==> config.mk <==
export PLATFORM = sky130hd
export DESIGN_NAME = text_console_cursor_engine_top
export DESIGN_NICKNAME = d
export VERILOG_FILES = /design/src/rtl/core/tcce_pkg.sv /design/src/rtl/core/tcce_step.sv /design/src/rtl/core/tcce_skid.sv /design/src/rtl/core/text_console_cursor_engine_top.sv
export SDC_FILE = /design/constraint.sdc
export NUM_CORES = 1
export LEC_CHECK = 0
export BUFFER_PORTS_ARGS = -buffer_cell sky130_fd_sc_hd__buf_2
export CORE_MARGIN = 2
export CORE_UTILIZATION = 50
export CTS_CLUSTER_SIZE = 8
export DETAILED_ROUTE_END_ITERATION = 10
export PLACE_DENSITY_LB_ADDON = 0.08
export SLEW_MARGIN = 20
export SYNTH_ARGS = -nofsm -noshare
export SYNTH_HDL_FRONTEND = slang
export SYNTH_SLANG_ARGS = --single-unit
export TNS_END_PERCENT = 50
==> constraint.sdc <==
create_clock -name clk -period 6.8 [get_ports clk]
set_input_delay 1.02 -clock clk [delete_from_list [all_inputs] [get_ports clk]]
set_output_delay 1.02 -clock clk [all_outputs]
set_load 0.02 [all_outputs]
==> src/rtl/core/tcce_pkg.sv <==
// Shared types and constants for the text console cursor engine.
package tcce_pkg;

  localparam logic [7:0] CH_NEWLINE   = 8'd10;
  localparam logic [7:0] CH_RETURN    = 8'd13;
  localparam logic [7:0] CH_BACKSPACE = 8'd8;
  localparam logic [7:0] CH_SPACE     = 8'd32;

  localparam logic CFG_TEXT_COLOR   = 1'b0;
  localparam logic CFG_GFX_SUPPRESS = 1'b1;

  localparam int unsigned RESULT_BITS = 76;
  localparam int unsigned TDATA_BITS  = 80;

  localparam logic [7:0] TEXT_COLOR_RESET = 8'd10;

  // declared last field first so debug_byte lands in the low bits
  typedef struct packed {
    logic [10:0] cursor_pos;
    logic        cursor_we;
    logic [4:0]  top_row;
    logic [15:0] fill_value;
    logic [4:0]  fill_row;
    logic        fill_we;
    logic [15:0] cell_value;
    logic [6:0]  cell_col;
    logic [4:0]  cell_row;
    logic        cell_we;
    logic [7:0]  debug_byte;
  } result_t;

endpackage

==> src/rtl/core/tcce_step.sv <==
// Per-character cursor step: next cursor state and the result word.
module tcce_step import tcce_pkg::*; #(
  parameter int COLUMNS = 80,
  parameter int ROWS    = 25
) (
  input  logic [7:0]                 char_code,
  input  logic [7:0]                 text_color,
  input  logic                       gfx_suppress,
  input  logic [$clog2(ROWS)-1:0]    row_cur,
  input  logic [$clog2(COLUMNS)-1:0] col_cur,
  input  logic [$clog2(ROWS)-1:0]    top_cur,
  output logic [$clog2(ROWS)-1:0]    row_nxt,
  output logic [$clog2(COLUMNS)-1:0] col_nxt,
  output logic [$clog2(ROWS)-1:0]    top_nxt,
  output result_t                    res
);

  localparam int RW = $clog2(ROWS);
  localparam int CW = $clog2(COLUMNS);
  localparam int PW = RW + CW;
  localparam logic [RW-1:0] ROW_LAST = RW'(ROWS - 1);
  localparam logic [CW-1:0] COL_LAST = CW'(COLUMNS - 1);
  localparam logic [RW:0]   ROWS_W   = (RW + 1)'(ROWS);

  logic [RW:0]   phys_sum;
  logic [RW:0]   phys_row;
  logic [RW-1:0] top_inc;
  logic          scroll;
  logic [PW-1:0] pos;

  // ring position of the current logical row
  always_comb begin
    phys_sum = {1'b0, top_cur} + {1'b0, row_cur};
    phys_row = (phys_sum >= ROWS_W) ? (phys_sum - ROWS_W) : phys_sum;
    top_inc  = (top_cur == ROW_LAST) ? '0 : top_cur + 1'b1;
  end

  always_comb begin
    row_nxt = row_cur;
    col_nxt = col_cur;
    top_nxt = top_cur;
    scroll  = 1'b0;
    res     = '0;
    res.debug_byte = char_code;

    if (!gfx_suppress) begin
      case (char_code)
        CH_NEWLINE: begin
          col_nxt = '0;
          if (row_cur == ROW_LAST) begin
            scroll  = 1'b1;
          end else begin
            row_nxt = row_cur + 1'b1;
          end
        end
        CH_RETURN: begin
          col_nxt = '0;
        end
        CH_BACKSPACE: begin
          if (col_cur != '0) begin
            col_nxt        = col_cur - 1'b1;
            res.cell_we    = 1'b1;
            res.cell_row   = 5'(phys_row);
            res.cell_col   = 7'(col_cur - 1'b1);
            res.cell_value = {text_color, CH_SPACE};
          end
        end
        default: begin
          res.cell_we    = 1'b1;
          res.cell_row   = 5'(phys_row);
          res.cell_col   = 7'(col_cur);
          res.cell_value = {text_color, char_code};
          res.cursor_we  = 1'b1;
          if (col_cur == COL_LAST) begin
            col_nxt = '0;
            if (row_cur == ROW_LAST) begin
              scroll  = 1'b1;
            end else begin
              row_nxt = row_cur + 1'b1;
            end
          end else begin
            col_nxt = col_cur + 1'b1;
          end
        end
      endcase

      if (scroll) begin
        top_nxt        = top_inc;
        res.fill_we    = 1'b1;
        res.fill_row   = 5'(top_cur);
        res.fill_value = {text_color, CH_SPACE};
      end
    end

    pos = PW'(row_nxt) * PW'(COLUMNS) + PW'(col_nxt);
    if (res.cursor_we) begin
      res.cursor_pos = 11'(pos);
    end
    res.top_row = 5'(top_nxt);
  end

endmodule

==> src/rtl/core/tcce_skid.sv <==
// Output register with a skid slot so the input side keeps flowing.
module tcce_skid import tcce_pkg::*; (
  input  logic    clk,
  input  logic    rst_n,
  input  logic    in_valid,
  output logic    in_ready,
  input  result_t in_data,
  output logic    out_valid,
  input  logic    out_ready,
  output result_t out_data
);

  logic    out_valid_r, out_valid_nxt;
  logic    skid_valid_r, skid_valid_nxt;
  result_t out_data_r, out_data_nxt;
  result_t skid_data_r, skid_data_nxt;
  logic    take;

  assign in_ready  = !skid_valid_r;
  assign take      = in_valid && !skid_valid_r;
  assign out_valid = out_valid_r;
  assign out_data  = out_data_r;

  always_comb begin
    out_valid_nxt  = out_valid_r;
    skid_valid_nxt = skid_valid_r;
    out_data_nxt   = out_data_r;
    skid_data_nxt  = skid_data_r;
    if (!out_valid_r || out_ready) begin
      if (skid_valid_r) begin
        out_data_nxt   = skid_data_r;
        out_valid_nxt  = 1'b1;
        skid_valid_nxt = 1'b0;
      end else begin
        out_data_nxt  = in_data;
        out_valid_nxt = take;
      end
    end else if (take) begin
      skid_data_nxt  = in_data;
      skid_valid_nxt = 1'b1;
    end
  end

  always_ff @(posedge clk) begin
    if (!rst_n) begin
      out_valid_r  <= 1'b0;
      skid_valid_r <= 1'b0;
    end else begin
      out_valid_r  <= out_valid_nxt;
      skid_valid_r <= skid_valid_nxt;
    end
    out_data_r  <= out_data_nxt;
    skid_data_r <= skid_data_nxt;
  end

endmodule

==> src/rtl/core/text_console_cursor_engine_top.sv <==
// Top level of the text console cursor engine.
//
//  channel  | direction | transaction when       | payload
//  ---------+-----------+------------------------+-------------------------------
//  in_      | slave     | in_tvalid & in_tready   | tdata[7:0] char_code
//  out_     | master    | out_tvalid & out_tready | tdata[79:0] result word
//  cfg_     | write     | cfg_we                  | cfg_index, cfg_wdata[7:0]
//
// One character per cycle while in_tready is high: the cursor step is a single
// combinational pass from the cursor/top registers to the output register, and
// the state updates on the same edge that takes the character. A skid slot
// behind the output register lets one more character in while a result is
// stalled; in_tready drops only when both are full. Synchronous active-low
// reset clears cursor, top offset and suppress; colour goes to TEXT_COLOR_RESET.
module text_console_cursor_engine_top import tcce_pkg::*; #(
  parameter int COLUMNS = 80,
  parameter int ROWS    = 25
) (
  input  logic        clk,
  input  logic        rst_n,
  input  logic        in_tvalid,
  output logic        in_tready,
  input  logic [7:0]  in_tdata,    // [7:0] char_code
  output logic        out_tvalid,
  input  logic        out_tready,
  // [7:0] debug_byte, [8] cell_we, [13:9] cell_row, [20:14] cell_col,
  // [36:21] cell_value, [37] fill_we, [42:38] fill_row, [58:43] fill_value,
  // [63:59] top_row, [64] cursor_we, [75:65] cursor_pos, [79:76] zero
  output logic [79:0] out_tdata,
  input  logic        cfg_we,
  input  logic        cfg_index,
  input  logic [7:0]  cfg_wdata
);

  localparam int RW = $clog2(ROWS);
  localparam int CW = $clog2(COLUMNS);

  // cursor state; row is logical, top is the ring offset
  logic [RW-1:0] row_r, row_nxt;
  logic [CW-1:0] col_r, col_nxt;
  logic [RW-1:0] top_r, top_nxt;

  logic [7:0] text_color_r;
  logic       gfx_suppress_r;

  result_t step_res;
  result_t out_res;
  logic    in_fire;

  assign in_fire = in_tvalid && in_tready;

  tcce_step #(
    .COLUMNS (COLUMNS),
    .ROWS    (ROWS)
  ) u_step (
    .char_code    (in_tdata),
    .text_color   (text_color_r),
    .gfx_suppress (gfx_suppress_r),
    .row_cur      (row_r),
    .col_cur      (col_r),
    .top_cur      (top_r),
    .row_nxt      (row_nxt),
    .col_nxt      (col_nxt),
    .top_nxt      (top_nxt),
    .res          (step_res)
  );

  // state moves only on an accepted character
  always_ff @(posedge clk) begin
    if (!rst_n) begin
      row_r <= '0;
      col_r <= '0;
      top_r <= '0;
    end else if (in_fire) begin
      row_r <= row_nxt;
      col_r <= col_nxt;
      top_r <= top_nxt;
    end
  end

  // config registers
  always_ff @(posedge clk) begin
    if (!rst_n) begin
      text_color_r   <= TEXT_COLOR_RESET;
      gfx_suppress_r <= 1'b0;
    end else if (cfg_we) begin
      case (cfg_index)
        CFG_TEXT_COLOR:   text_color_r   <= cfg_wdata;
        CFG_GFX_SUPPRESS: gfx_suppress_r <= cfg_wdata[0];
        default:          text_color_r   <= text_color_r;
      endcase
    end
  end

  tcce_skid u_skid (
    .clk       (clk),
    .rst_n     (rst_n),
    .in_valid  (in_tvalid),
    .in_ready  (in_tready),
    .in_data   (step_res),
    .out_valid (out_tvalid),
    .out_ready (out_tready),
    .out_data  (out_res)
  );

  assign out_tdata = {(TDATA_BITS - RESULT_BITS)'(0), out_res};

endmodule

==> flow_metrics.tcl <==
set metrics [dict create \
    status "complete, no violations" \
    slew_violations 0 \
    vias 5565 \
    synth_top_family_by_area "simple AND/OR/NAND/NOR gates" \
    netlist_area_sq_mm 0.008083 \
    synth_top_area_frac 0.5053 \
    dr.pass1.iters 5 \
    grt_util_all_layers 0.2091 \
    grt_pass1_wl_mm 28.52 \
    finClkSkew_ns 0.006886 \
    gp_congestion 0.8817 \
    die_x_um 131.1 \
    hold_viol_final 0 \
    die_height_um 131.1 \
    die_area_sq_mm 0.01720 \
    hold_class "flip-flop to flip-flop" \
    ys_warn_count 0 \
    synth_cell_type_count 69 \
    drtAntennaViolNets 0 \
    clkTransAtPathRegs_ns 0.07 \
    stdcell_area_sq_mm 0.009255 \
    ir_drop_uv 165.9 \
    holdBufCountCts 0 \
    cts.sink_count 164 \
    synth_top_area_cell "edfxtp_1" \
    path_common_cell "ha_1" \
    ys_top_cells_by_count "136 x edfxtp_1, 87 x nand2_1, 45 x nor2_1" \
    nFillCells 1338 \
    max_freq_mhz 195.2 \
    syn_avg_cell_area_sq_um 11.63 \
    initial_core_util 0.5107 \
    place_hpwl_mm 11.63 \
    synth-simple-area-share 0.1437 \
    relSlewSlack 0.3027 \
    gr-total-overflow 0 \
    root_buffer "clkbuf_16" \
    synth-seq-cells 164 \
    grt_max_degree 72 \
    ios 104 \
    critical_path_class "input port to flip-flop" \
    synthArstFlopShare 0 \
    crit_path_start_kind "input port" \
    cts-resized-gates 0 \
    synth-main-ff-cell "edfxtp_1" \
    cp_slowest_stage_delay_ns 0.61 \
    cts_tree "done" \
    crit_buf_inv 2 \
    wl_per_cell_um 17.57 \
    fin_util 0.5847 \
    rows 46 \
    syn_inst 695 \
    postRouteWirelength_mm 17.66 \
    synth_xor_area_frac 0.02492 \
    drive_gt1_frac 0.2383 \
    postCtsSetupBuffers 0 \
    vias_per_cell 5.537 \
    drt_iter0_markers 420 \
    synth_mux_area_frac 0.05991 \
    cts_buffers 17 \
    remaining_drc_errors 0 \
    htree_num_levels 4 \
    ff2ff_setup_slack_ns 1.77 \
    finalSetupTns_ns 0 \
    crit_arrival_ns 5.30 \
    tightest_slew_ns 1.046 \
    grt_pass1_vias 5525 \
    finalSetupViolations 0 \
    post-route-period-util 0.7533 \
    p_per_area_mw_per_mm2 250.6 \
    critical_path.top_delay_family "simple AND/OR/NAND/NOR gates" \
    core_area_sq_mm 0.01583 \
    io_buffers 92 \
    cts_max_path_buffers 2 \
    leakagePower_uw 0.003715 \
    synth-edff-count 136 \
    slowest_stage "or4b_4" \
    synth_compound_area_frac 0.1102 \
    insertion_delay_ns 0.43 \
    yosys-top-cells-area "edfxtp_1 51%, dfxtp_1 6.9%, mux2_2 5.4%" \
    dpl-instance-area_sq_mm 0.008668 \
    required_ns 6.97 \
    power.total_uw 2319 \
    cp_cell_sequence "buf_2 > or4b_4 > or2_4 > a211o_1 > nand2_1 > nor2_1 > a21o_1 > ha_1 > ha_1 > inv_1 > fa_1 > nor2b_1 > o21ai_0 > a32o_1 > a211oi_1 > nor4b_1 > nand3b_1" \
    synth_fa_ha_area_frac 0.04458 \
    antenna_found_initial 0 \
    num_antenna_cells 0 \
    period_minus_slack_ns 5.123 \
    maxCapViolations 0 \
    yosysMostFrequentCell "edfxtp_1" \
    rsz0062_at_grt "false" \
    yosysSeqAreaShare 0.5746 \
    syn2layout_area_growth_pct 14.50 \
    nets 825 \
    crit_fanout 9 \
    end_kind "flip-flop" \
]
[layer usage]
metal	track usage	wire, um	vias to the layer above
li1	-	-	2663
met1	0.2817	8403	2749
met2	0.3354	8231	139
met3	0.05054	835	14
met4	0.06824	191	0
met5	0	0	-
[report_power, final]
group          switching, uW  internal (uW)  total, uW
clock network            435            522        958
logic                    136           66.9        203
registers               19.7           1140       1160
total                    591           1730       2320
[metrics by stage]
stage	hold slack [ns]	instances	setup WS, ns
2_1_floorplan	0.4461	705	0.5873
3_3_place_gp	0.4587	973	1.533
3_5_place_dp	0.4689	973	1.303
4_1_cts	0.4811	1005	1.743
5_1_grt	0.5084	1005	1.375
6_report	0.4776	1005	1.677
[sequential cells by signal, summed over array words and instances, names as in the netlist]
signal / cells
u_skid.out_data: 68
u_skid.skid_data_r: 68
text_color_r: 8
col_r: 7
row_r: 5
top_r: 5
gfx_suppress_r: 1
u_skid.out_valid: 1
u_skid.skid_valid_r: 1
[cell type report]
cell class                      instances  area, sq um  share of cell area
Multi-Input combinational cell        469         3154              0.3408
Clock buffer                           17        425.4             0.04596
Timing Repair Buffer                   96        490.5             0.05299
Tap cell                              216        270.3             0.02920
Clock inverter                         15        161.4             0.01744
Sequential cell                       164         4646              0.5020
Inverter                               28        107.6             0.01163
[worst min-delay path: cells and delay by family (launching register included)]
kind	cells	cell delay [ns]
flops	1	0.32
compound gates	1	0.06
simple gates	1	0.05
[placed cells by master, fill, tap and decap left out, types with 5 or more instances in the layout]
cell	netlist	layout
dfxtp_1	28	27
nor3_1	9	9
conb_1	1	11
xnor2_1	15	15
and2_1	24	24
nand3_1	19	19
a21oi_1	19	19
inv_8	0	5
nand2_1	87	87
o21ai_0	27	27
inv_6	0	5
a21boi_0	9	9
inv_1	26	26
a31oi_1	5	5
nor2_1	45	44
ha_1	24	24
nor2b_1	14	14
mux2_2	39	39
xor2_1	8	8
buf_2	3	92
a21o_1	7	7
edfxtp_1	136	136
a22oi_1	5	5
o31ai_1	13	13
clkbuf_16	0	17
and3_1	9	9
or3_1	8	8
[kinds of logic (layout without fill, tap and decap cells)]
kind of cell	Yosys count	in the layout
other cells	1	11
xor+xnor	23	23
buf+inv	72	156
fa+ha+maj	27	27
compound gates	126	126
mux	43	43
flops	164	164
simple gates	239	239
[worst paths after layout]
path	from	endpoint	depth (start not counted)
max reg2reg	col_r[0]$_SDFFE_PN0P_	u_skid.out_data[75]$_DFFE_PP_	17
max	in_tdata[4]	u_skid.out_data[75]$_DFFE_PP_	17
min reg2reg	text_color_r[7]$_SDFFE_PN0P_	text_color_r[7]$_SDFFE_PN0P_	2
min	text_color_r[7]$_SDFFE_PN0P_	text_color_r[7]$_SDFFE_PN0P_	2
Power figures use the tool's default switching activity.
